`src/ydec_pkg.sv`:
```
// ----------------------------------------------------------------------------
// Yaz0 decompressor package
// Shared constants, status codes and the command and status bundles that
// join the controller and the datapath.
// ----------------------------------------------------------------------------
package ydec_pkg;

  // History window and header geometry.
  localparam int WINDOW_BYTES = 4096;
  localparam int HIST_AW      = $clog2(WINDOW_BYTES);
  localparam int HEADER_BYTES = 16;
  localparam int HDR_IDX_W    = 5;
  localparam int MAGIC_BYTES  = 4;
  localparam int SIZE_FIRST   = 4;
  localparam int SIZE_LAST    = 7;

  // Flag byte and back-reference length encoding.
  localparam int FLAG_BITS      = 8;
  localparam int FLAG_CNT_W     = 4;
  localparam int LEN_W          = 9;
  localparam int LEN_SHORT_BIAS = 2;
  localparam int LEN_LONG_BIAS  = 'h12;

  // Output packing.
  localparam int PACK_LANES = 8;
  localparam int LANE_AW    = $clog2(PACK_LANES);
  localparam int CNT_W      = 4;
  localparam int DATA_W     = 8 * PACK_LANES;

  // Configuration register index carried by the word address bit.
  localparam logic REG_EXPECTED_SIZE = 1'b0;

  // Result status codes.
  typedef logic [2:0] status_t;
  localparam status_t ST_DATA      = 3'd0;
  localparam status_t ST_FINISHED  = 3'd1;
  localparam status_t ST_BAD_MAGIC = 3'd2;
  localparam status_t ST_SIZE      = 3'd3;
  localparam status_t ST_BAD_DIST  = 3'd4;
  localparam status_t ST_OVERLONG  = 3'd5;
  localparam status_t ST_SHORT     = 3'd6;

  // The four magic bytes "Yaz0".
  function automatic logic [7:0] magic_byte(input logic [1:0] idx);
    logic [7:0] b;
    case (idx)
      2'd0:    b = 8'h59;
      2'd1:    b = 8'h61;
      2'd2:    b = 8'h7A;
      default: b = 8'h30;
    endcase
    return b;
  endfunction

  // Commands from the controller to the datapath.
  typedef struct packed {
    logic    accept;
    logic    hdr_step;
    logic    load_flags;
    logic    store_ref1;
    logic    store_ref2;
    logic    store_ref3;
    logic    lit_emit;
    logic    copy_start;
    logic    copy_step;
    logic    advance;
    logic    flush;
    logic    rearm;
    status_t term;
  } ydec_cmd_t;

  // Status from the datapath to the controller.
  typedef struct packed {
    logic last;
    logic magic_bad;
    logic size_bad;
    logic hdr_end;
    logic flag_msb;
    logic n_zero;
    logic prod_ge_exp;
    logic dist_bad;
    logic len_bad;
    logic copy_last;
    logic adv_flags_zero;
    logic adv_msb;
    logic can_append;
    logic out_free;
    logic pack_empty;
  } ydec_sts_t;

endpackage

```
`src/ydec_ctrl.sv`:
```
// ----------------------------------------------------------------------------
// Yaz0 decompressor controller
// Sequences each accepted byte through decode, reference check, copy,
// flag advance and result flush, and tracks the parse phase of the stream.
// ----------------------------------------------------------------------------
module ydec_ctrl (
  input  logic               clk,
  input  logic               rst_n,
  input  logic               in_tvalid,
  output logic               in_tready,
  input  ydec_pkg::ydec_sts_t sts,
  output ydec_pkg::ydec_cmd_t cmd
);
  import ydec_pkg::*;

  typedef enum logic [2:0] {
    S_IDLE, S_DECODE, S_CHECK, S_COPY, S_ADV, S_FLUSH
  } state_t;

  typedef enum logic [2:0] {
    PH_HEADER, PH_FLAG, PH_LIT, PH_REF1, PH_REF2, PH_REF3
  } phase_t;

  state_t  state_r, state_nxt;
  phase_t  phase_r, phase_nxt;
  logic    done_r, done_nxt;
  status_t term_r, term_nxt;
  logic    fin;
  status_t fin_code;
  status_t fin_eff;

  assign in_tready = (state_r == S_IDLE);

  // Next-state and command decode.
  always_comb begin
    state_nxt = state_r;
    phase_nxt = phase_r;
    done_nxt  = done_r;
    term_nxt  = term_r;
    cmd       = '0;
    cmd.term  = term_r;
    fin       = 1'b0;
    fin_code  = ST_DATA;

    unique case (state_r)
      S_IDLE: begin
        if (in_tvalid) begin
          cmd.accept = 1'b1;
          state_nxt  = S_DECODE;
        end
      end

      S_DECODE: begin
        if (done_r) begin
          // A closed stream ignores bytes until the one that ends it.
          if (sts.last) begin
            cmd.rearm = 1'b1;
            done_nxt  = 1'b0;
            phase_nxt = PH_HEADER;
          end
          state_nxt = S_IDLE;
        end else begin
          unique case (phase_r)
            PH_HEADER: begin
              if (sts.magic_bad) begin
                fin      = 1'b1;
                fin_code = ST_BAD_MAGIC;
              end else begin
                cmd.hdr_step = 1'b1;
                fin          = 1'b1;
                if (sts.size_bad) begin
                  fin_code = ST_SIZE;
                end else if (sts.hdr_end && sts.prod_ge_exp) begin
                  fin_code = ST_FINISHED;
                end else if (sts.hdr_end) begin
                  phase_nxt = PH_FLAG;
                end
              end
            end
            PH_FLAG: begin
              cmd.load_flags = 1'b1;
              phase_nxt      = sts.flag_msb ? PH_LIT : PH_REF1;
              fin            = 1'b1;
            end
            PH_LIT: begin
              if (sts.prod_ge_exp) begin
                fin      = 1'b1;
                fin_code = ST_OVERLONG;
              end else begin
                cmd.lit_emit = 1'b1;
                state_nxt    = S_ADV;
              end
            end
            PH_REF1: begin
              cmd.store_ref1 = 1'b1;
              phase_nxt      = PH_REF2;
              fin            = 1'b1;
            end
            PH_REF2: begin
              cmd.store_ref2 = 1'b1;
              if (sts.n_zero) begin
                phase_nxt = PH_REF3;
                fin       = 1'b1;
              end else begin
                state_nxt = S_CHECK;
              end
            end
            PH_REF3: begin
              cmd.store_ref3 = 1'b1;
              state_nxt      = S_CHECK;
            end
            default: begin
              phase_nxt = PH_HEADER;
              fin       = 1'b1;
            end
          endcase
        end
      end

      // Distance is checked before length.
      S_CHECK: begin
        if (sts.dist_bad) begin
          fin      = 1'b1;
          fin_code = ST_BAD_DIST;
        end else if (sts.len_bad) begin
          fin      = 1'b1;
          fin_code = ST_OVERLONG;
        end else begin
          cmd.copy_start = 1'b1;
          state_nxt      = S_COPY;
        end
      end

      // One history byte per cycle while the packer can take it.
      S_COPY: begin
        if (sts.can_append) begin
          cmd.copy_step = 1'b1;
          if (sts.copy_last) begin
            state_nxt = S_ADV;
          end
        end
      end

      S_ADV: begin
        cmd.advance = 1'b1;
        fin         = 1'b1;
        if (sts.prod_ge_exp) begin
          fin_code = ST_FINISHED;
        end else if (sts.adv_flags_zero) begin
          phase_nxt = PH_FLAG;
        end else begin
          phase_nxt = sts.adv_msb ? PH_LIT : PH_REF1;
        end
      end

      S_FLUSH: begin
        if (sts.pack_empty && (term_r == ST_DATA)) begin
          state_nxt = S_IDLE;
        end else if (sts.out_free) begin
          cmd.flush = 1'b1;
          state_nxt = S_IDLE;
        end
      end

      default: begin
        state_nxt = S_IDLE;
      end
    endcase

    // End of the byte's work: settle the final status and stream state.
    fin_eff = ((fin_code == ST_DATA) && sts.last) ? ST_SHORT : fin_code;
    if (fin) begin
      term_nxt  = fin_eff;
      state_nxt = S_FLUSH;
      if (fin_eff != ST_DATA) begin
        if (sts.last) begin
          cmd.rearm = 1'b1;
          phase_nxt = PH_HEADER;
          done_nxt  = 1'b0;
        end else begin
          done_nxt = 1'b1;
        end
      end
    end
  end

  // State and registered control.
  always_ff @(posedge clk) begin
    if (!rst_n) begin
      state_r <= S_IDLE;
      phase_r <= PH_HEADER;
      done_r  <= 1'b0;
      term_r  <= ST_DATA;
    end else begin
      state_r <= state_nxt;
      phase_r <= phase_nxt;
      done_r  <= done_nxt;
      term_r  <= term_nxt;
    end
  end

endmodule

```
`config.mk`:
```
export PLATFORM = sky130hd
export DESIGN_NAME = ydec_ctrl
export DESIGN_NICKNAME = d
export VERILOG_FILES = /design/src/ydec_pkg.sv /design/src/ydec_ctrl.sv
export SDC_FILE = /design/constraint.sdc
export NUM_CORES = 1
export LEC_CHECK = 0
export BUFFER_PORTS_ARGS = -buffer_cell sky130_fd_sc_hd__buf_2
export CAP_MARGIN = 10
export CORE_MARGIN = 3
export CORE_UTILIZATION = 50
export CTS_CLUSTER_DIAMETER = 120
export CTS_CLUSTER_SIZE = 28
export DETAILED_ROUTE_END_ITERATION = 6
export HOLD_SLACK_MARGIN = 0.03
export PLACE_DENSITY = 0.9
export SETUP_SLACK_MARGIN = 0.3
export SLEW_MARGIN = 40
export SYNTH_ARGS = -nofsm -noshare
export SYNTH_HDL_FRONTEND = slang
export SYNTH_SLANG_ARGS = --single-unit
```
`constraint.sdc`:
```
create_clock -name clk -period 3.86 [get_ports clk]
set_input_delay 0.386 -clock clk [delete_from_list [all_inputs] [get_ports clk]]
set_output_delay 0.386 -clock clk [all_outputs]
set_load 0.02 [all_outputs]
```
### Word-level counts from Yosys, hierarchy flattened

Cells that the tools add are included.
W data, S select, Z words.

| word-level totals | value |
|---|---|
| output and inout bits | 16 |
| register bits after elaboration | 10 |
| word-level logic and storage cells | 127 |
| input bits | 18 |

| cells by class | value |
|---|---|
| multiplexer cells | 79 |
| bitwise logic cells | 2 |
| equal/unequal tests | 29 |
| reduce and logical (&&, ||, !) cells | 12 |

Operator list:

| kind | number |
|---|---|
| $mux W3 | 27 |
| $mux W1 | 39 |
| $reduce_and A10 Y1 | 2 |
| $pmux W3 S3 | 2 |
| $pmux W3 S6 | 1 |
| $ne A3 B3 Y1 const B | 5 |
| $pmux W3 S5 | 1 |
| $eq A3 B2 Y1 const B | 4 |
| $eq A3 B3 Y1 const B | 4 |
| $logic_not A3 Y1 | 4 |
| $mux W6 | 2 |
| $ne A2 B2 Y1 const B | 6 |
| $ne A4 B4 Y1 const B | 3 |
| $pmux W3 S2 | 2 |
| $ne A5 B5 Y1 const B | 2 |
| $eq A3 B1 Y1 const B | 2 |
| $mux W2 | 3 |
| $ne A6 B3 Y1 const B | 1 |
| $pmux W1 S3 | 2 |
| $ne A5 B2 Y1 const B | 1 |
| $reduce_or A2 Y1 | 2 |
| $logic_and A1 B1 Y1 | 3 |
| $ne A3 B2 Y1 const B | 1 |
| $reduce_bool A3 Y1 | 1 |
| $not A1 Y1 | 2 |

### Depth between registers and ports, before layout

Gate-level depths: netlist of run 1.

| depth | value |
|---|---|
| word-level depth | 13 |
| depth in mapped cells | 6 |
| mapped depth without buffers | 5 |

### Worst setup path after synthesis of run 1

OpenSTA, ideal clock, no wires.

| timing path | value |
|---|---|
| kind | flip-flop to output port |
| start point | reg state_r[1] |
| end point | out cmd[3] (netlist bit) |
| cell stages (with the launch flop) | 6 |
| data arrival time | 1.618 ns |
| setup slack | 1.856 ns |
| data required time | 3.474 ns |
| cell sequence | dfxtp_1 > nor4b_1 > o211ai_2 > o21ai_1 > a31oi_1 > nor2b_1 |

RTL lines:

| item | line | source |
|---|---|---|
| start: declaration | ydec_ctrl.sv:24 | `state_t state_r, state_nxt;` |
| start signal: assignment | ydec_ctrl.sv:195 | `state_r <= state_nxt;` |
| end: declaration | ydec_ctrl.sv:12 | `output ydec_pkg::ydec_cmd_t cmd` |

==> impl_metrics.py, run 1 <==
metrics = {
    "run_status": {
        "status": "complete, no violations",
    },
    "final_layout": {
        "nFillCells": 136,
        "syn_to_final_growth_pct": 20.3,
        "drive_gt1_frac": 0.288,
        "n_antenna_cell": 0,
        "nets": 166,
    },
    "sta": {
        "max_freq_mhz": 350,
        "finalSetupViolations": 0,
        "relSlewSlack": 0.561,
        "setup_tns_ns": 0,
        "rsz0062_at_grt": "false",
        "clock_skew_ns": 0.00463,
        "maxSlewViolCount": 0,
        "worst_pin_slew_ns": 0.658,
        "fin_crit_sh": 0.741,
        "post-route-min-period_ns": 2.86,
        "final-hold-violation-count": 0,
    },
    "synth": {
        "synth-edff-count": 0,
        "yosysSeqAreaShare": 0.237,
        "avgSynthCellArea_sq_um": 7.23,
        "ys_ff_latch": 10,
        "ys_warn_count": 0,
        "synth_cell_types": 41,
        "synth_cells": 117,
        "async_flop_share": 0,
        "syn_nets": 135,
        "synth_area_sq_um": 846,
        "ys_dominant_reg_cell": "dfxtp_1",
    },
    "clock_network": {
        "cts_made_buffers": 3,
        "cts-hold-fix-buffers": 0,
        "root_buffer": "clkbuf_4",
        "clk_pin_slew_worst_paths_ns": 0.06,
        "h-tree-depth": 1,
        "clock-sinks": 10,
        "cts_tree": "built",
        "clk_latency_ns": 0.26,
        "postCtsSetupBuffers": 0,
        "cts_resized": 0,
        "clockBufferDepth": 2,
    },
    "power_and_ir_drop": {
        "finalPower_mw": 0.623,
        "power.share.sequential": 0.311,
        "p_per_area_nw_per_um2": 612,
        "combPwrFrac": 0.581,
        "netSwitchingPower_mw": 0.313,
        "total_leakage_power_nw": 0.452,
        "power.internal_mw": 0.310,
        "clock_power_share": 0.108,
        "switching_share": 0.502,
        "peakVddDrop_uv": 406,
    },
    "routing": {
        "viasPerCell": 6.21,
        "dr.pass1.iters": 4,
        "final_antenna_net_count": 0,
        "drt_iter0_drc": 48,
        "finalWirelength_microns": 2270,
        "drc": 0,
        "vias": 1006,
        "wl_per_cell_microns": 14.0,
    },
    "floorplanning": {
        "io_pins": 34,
        "die_w_microns": 47.1,
        "core.rowCount": 14,
        "start_util": 0.549,
        "dieArea_sq_um": 2220,
        "core_area_sq_um": 1540,
        "die_h_microns": 47.1,
    },
    "critical_path": {
        "path_class": "flip-flop to output pin",
        "crit_path_start_kind": "flip-flop",
        "critPathRequiredTime_ns": 3.47,
        "crit_fanout": 24,
        "worstPathArrival_ns": 2.47,
        "endpoint_kind": "output pin",
    },
    "global_route": {
        "grt_antenna_before_repair": 0,
        "overflow": 0,
        "use_met3": 0.0536,
        "grt_pass1_wl_microns": 3640,
        "grt_max_degree": 25,
        "gr-usage-met2": 0.360,
        "first_global_vias": 845,
        "grt_use_met1": 0.288,
        "grt_busiest_layer": "met2",
        "grt_util_all_layers": 0.225,
    },
    "place": {
        "dp_hpwl_microns": 1750,
        "gp_congestion": 0.822,
        "place.port_buffers": 33,
    },
    "worst_hold_path": {
        "hold_class": "primary input to flip-flop",
    },
    "run": {
        "cap_violations": 0,
    },
}
[final timing paths]
path	startpoint	endpoint	slack [ns]	depth (start not counted)
hold / removal	sts[14]	done_r$_SDFF_PN0_	0.40	2
setup / recovery	state_r[0]$_SDFFE_PN0P_	cmd[3]	1.00	6
setup reg to reg	state_r[0]$_SDFFE_PN0P_	term_r[2]$_SDFFE_PN0P_	1.61	5
hold reg to reg	term_r[0]$_SDFFE_PN0P_	term_r[0]$_SDFFE_PN0P_	0.48	2
[area by class of cell]
type | count | area, sq um | share of cell area
clock buffer | 3 | 22.5 | 0.0221
timing repair buffer | 33 | 165 | 0.162
sequential | 10 | 200 | 0.197
multi-input combinational | 96 | 594 | 0.584
inverter | 4 | 15.0 | 0.0148
tap | 16 | 20.0 | 0.0197
[state kept, by name (all words and copies together), names as in the netlist]
| signal | count |
|---|---|
| done_r | 1 |
| phase_r | 3 |
| term_r | 3 |
| state_r | 3 |
[critical path, stage by stage, from the launching register on]
cell      delay [ns]
dfxtp_1         0.74
nor4b_1         0.57
o211ai_2        0.22
o21ai_1         0.29
a31oi_1         0.08
nor2b_1         0.14
buf_2           0.17
[routing by layer]
layer  part of all wire  vias up
met5                  0        -
met4              0.020        0
met1               0.45      447
li1                   -      501
met3              0.083        7
met2               0.45       51
[cell usage after synthesis (3+ instances only)]
| library cell | number | area share |
|---|---|---|
| a21oi_1 | 13 | 0.077 |
| nor2_1 | 12 | 0.053 |
| dfxtp_1 | 10 | 0.24 |
| o21ai_0 | 8 | 0.047 |
| nand2_1 | 6 | 0.027 |
| nand2b_1 | 5 | 0.037 |
| nor3_1 | 5 | 0.030 |
| a31oi_1 | 4 | 0.030 |
| and3_1 | 4 | 0.030 |
| clkbuf_1 | 4 | 0.018 |
| inv_1 | 4 | 0.018 |
| nor2b_1 | 4 | 0.030 |
| nand3_1 | 3 | 0.018 |
| nor4b_1 | 3 | 0.031 |
[cell usage in the layout, fill, tap and decap left out, types with 3 or more instances in the layout]
cell / synthesis / routed
nor2_1: 12 / 12
nor3_1: 5 / 5
clkbuf_4: 0 / 3
dfxtp_1: 10 / 10
inv_1: 4 / 4
and3_1: 4 / 4
o21ai_0: 8 / 8
nor2b_1: 4 / 4
nand2b_1: 5 / 5
a21oi_1: 13 / 13
nand2_1: 6 / 6
nor4b_1: 3 / 3
buf_2: 2 / 33
a31oi_1: 4 / 4
nand3_1: 3 / 3
[power groups by stage]
stage	Sequential, mW	Clock [mW]	Combinational (mW)
final	0.194	0.0670	0.362
after floorplan	0.168	0	0.292
after global routing	0.202	0.0734	0.396
after CTS	0.191	0.0692	0.358
after detailed placement	0.193	0	0.355
after global placement	0.192	0	0.348
[cells by family (layout without fill, tap and decap cells)]
kind of cell,count (synthesis),after routing,synth area share
DFF,10,10,0.237
buffers and inverters,11,40,0.0606
AOI/OAI and AO/OA,41,41,0.315
muxes,1,1,0.0118
and+or+nand+nor,54,54,0.376
[through the flow]
| stage | instance area [sq um] | std cells | hold WS (ns) | util | worst slack (ns) |
|---|---|---|---|---|---|
| global placement | 995 | 159 | 0.464 | 0.645 | 1.47 |
| floorplan | 846 | 117 | 0.485 | - | 1.86 |
| CTS | 1020 | 162 | 0.398 | 0.660 | 1.05 |
| global route | 1020 | 162 | 0.420 | 0.660 | 0.718 |
| detailed placement | 995 | 159 | 0.476 | 0.645 | 1.35 |
| finish | 1020 | 162 | 0.403 | 0.660 | 1.00 |
Note: power is estimated with default switching activity, not from simulation.
==> run 2, diff against run 1 <==
- CORE_UTILIZATION: 50 -> 42
- PLACE_DENSITY: 0.9 -> 0.82
- clock period: 3.86 -> 2.3 ns (I/O delays scaled with it)
==> run 2 against run 1 <==
- final cell count increased by 17%
- hold slack got worse by 0.18 ns
- sequential cell count unchanged
- critical path type unchanged
- critical endpoint unchanged
- largest cell class unchanged
==> impl_metrics.py, run 2 (synthesis results as in run 1) <==
metrics = {
    "critical_path": {
        "endpoint_kind": "output pin",
        "crit_buf_inv": 1,
        "worstPathArrival_ns": 1.81,
        "slowest_delay_ns": 0.56,
        "crit_path_start_kind": "flip-flop",
        "critPathRequiredTime_ns": 2.07,
        "path_class": "flip-flop to output pin",
        "cp_slowest_cell": "or4b_4",
        "crit_fanout": 7,
        "critical-path-top-delay-family": "simple AND/OR/NAND/NOR gates",
        "crit_chain": "or4b_4 > o211ai_4 > o21ai_2 > a31oi_1 > nor2b_1 > buf_4",
    },
    "sta": {
        "relSlewSlack": 0.622,
        "fin_crit_sh": 0.888,
        "clock_skew_ns": 0.00438,
        "maxSlewViolCount": 0,
        "setup_tns_ns": 0,
        "rsz0062_at_grt": "true",
        "finalSetupViolations": 0,
        "final-hold-violation-count": 0,
        "worst_pin_slew_ns": 0.559,
        "max_freq_mhz": 490,
        "post-route-min-period_ns": 2.04,
    },
    "routing": {
        "vias": 1176,
        "drc": 0,
        "drt_iter0_drc": 80,
        "final_antenna_net_count": 0,
        "finalWirelength_microns": 2970,
        "wl_per_cell_microns": 15.6,
        "dr.pass1.iters": 4,
        "viasPerCell": 6.19,
    },
    "worst_hold_path": {
        "hold_class": "primary input to flip-flop",
    },
    "final_layout": {
        "reg_top3": "phase_r (3), state_r (3), term_r (3)",
        "final_common_cell": "buf_2",
        "drive_gt1_frac": 0.448,
        "final_cell_mix": "buf_2 (30), buf_4 (21), a21oi_1 (13), nor2_1 (11), o21ai_0 (8)",
        "nets": 184,
        "syn_to_final_growth_pct": 47.9,
        "nFillCells": 145,
        "n_antenna_cell": 0,
    },
    "floorplanning": {
        "core.rowCount": 15,
        "dieArea_sq_um": 2590,
        "io_pins": 34,
        "die_w_microns": 50.9,
        "start_util": 0.465,
        "core_area_sq_um": 1820,
        "die_h_microns": 50.9,
    },
    "clock_network": {
        "clock-sinks": 10,
        "cts_made_buffers": 3,
        "clk_latency_ns": 0.27,
        "clockBufferDepth": 2,
        "h-tree-depth": 1,
        "cts_tree": "built",
        "cts-hold-fix-buffers": 0,
        "clk_pin_slew_worst_paths_ns": 0.07,
        "root_buffer": "clkbuf_4",
    },
    "place": {
        "place.port_buffers": 33,
        "dp_hpwl_microns": 1870,
        "gp_congestion": 0.890,
    },
    "run": {
        "cap_violations": 0,
    },
    "power_and_ir_drop": {
        "finalPower_mw": 1.35,
        "peakVddDrop_uv": 685,
        "p_per_area_nw_per_um2": 1080,
        "total_leakage_power_nw": 0.573,
    },
    "global_route": {
        "first_global_vias": 970,
        "grt_pass1_wl_microns": 4230,
        "grt_antenna_before_repair": 0,
        "overflow": 0,
        "grt_util_all_layers": 0.212,
        "grt_max_degree": 18,
    },
    "run_status": {
        "status": "complete, no violations",
    },
}
run 2: repair_timing:
action	CTS	global route
cloned	0	0
gates resized for setup	13	11
endpoints found under the setup margin	4	4
pin swaps	0	3
buffers inserted	1	15
run 2: tightest hold or removal path, stage by stage:
cell and delay (ns):
buf_2 0.10, nand3_1 0.09, o41ai_2 0.05
run 2: routing by layer:
metal	GRT usage	up-vias	share of wire
li1	-	537	-
met1	0.267	546	0.40
met2	0.339	79	0.47
met3	0.0292	14	0.093
met4	0.135	0	0.039
met5	0	-	0
run 2: power breakdown:
| group | switching [mW] | leakage [nW] | total [mW] | internal (mW) |
|---|---|---|---|---|
| sequential | 0.0757 | 0.0862 | 0.304 | 0.229 |
| combinational | 0.491 | 0.466 | 0.889 | 0.399 |
| clock | 0.0623 | 0.0210 | 0.159 | 0.0963 |
run 2: area by class of cell:
cell class                      instances  area [sq um]  area share
Sequential cell                        10           221       0.177
Multi-Input combinational cell         96           639       0.511
Clock buffer                            4          36.3      0.0290
Tap cell                               25          31.3      0.0250
Timing Repair Buffer                   51           308       0.246
Inverter                                4          15.0      0.0120
run 2: worst paths after layout:
path                                           endpoint  cells past startpoint  slack [ns]              startpoint
worst max-delay path                             cmd[3]                      6        0.26   phase_r[2]$_SDFF_PN0_
worst min-delay path                  done_r$_SDFF_PN0_                      3        0.22                   rst_n
worst max register to register  state_r[2]$_SDFFE_PN0P_                      7        0.31   phase_r[2]$_SDFF_PN0_
worst min register to register   term_r[0]$_SDFFE_PN0P_                      2        0.48  term_r[0]$_SDFFE_PN0P_
run 2: through the flow:
stage | worst slack (ns) | area [sq um] | hold slack [ns] | utilization | std cells
finish | 0.258 | 1250 | 0.225 | 0.687 | 190
global placement | 0.413 | 1020 | 0.463 | 0.561 | 170
floorplan | 0.452 | 846 | 0.329 | - | 117
global route | 0.196 | 1250 | 0.225 | 0.687 | 190
detailed placement | 0.317 | 1020 | 0.466 | 0.561 | 170
CTS | 0.293 | 1100 | 0.217 | 0.605 | 175
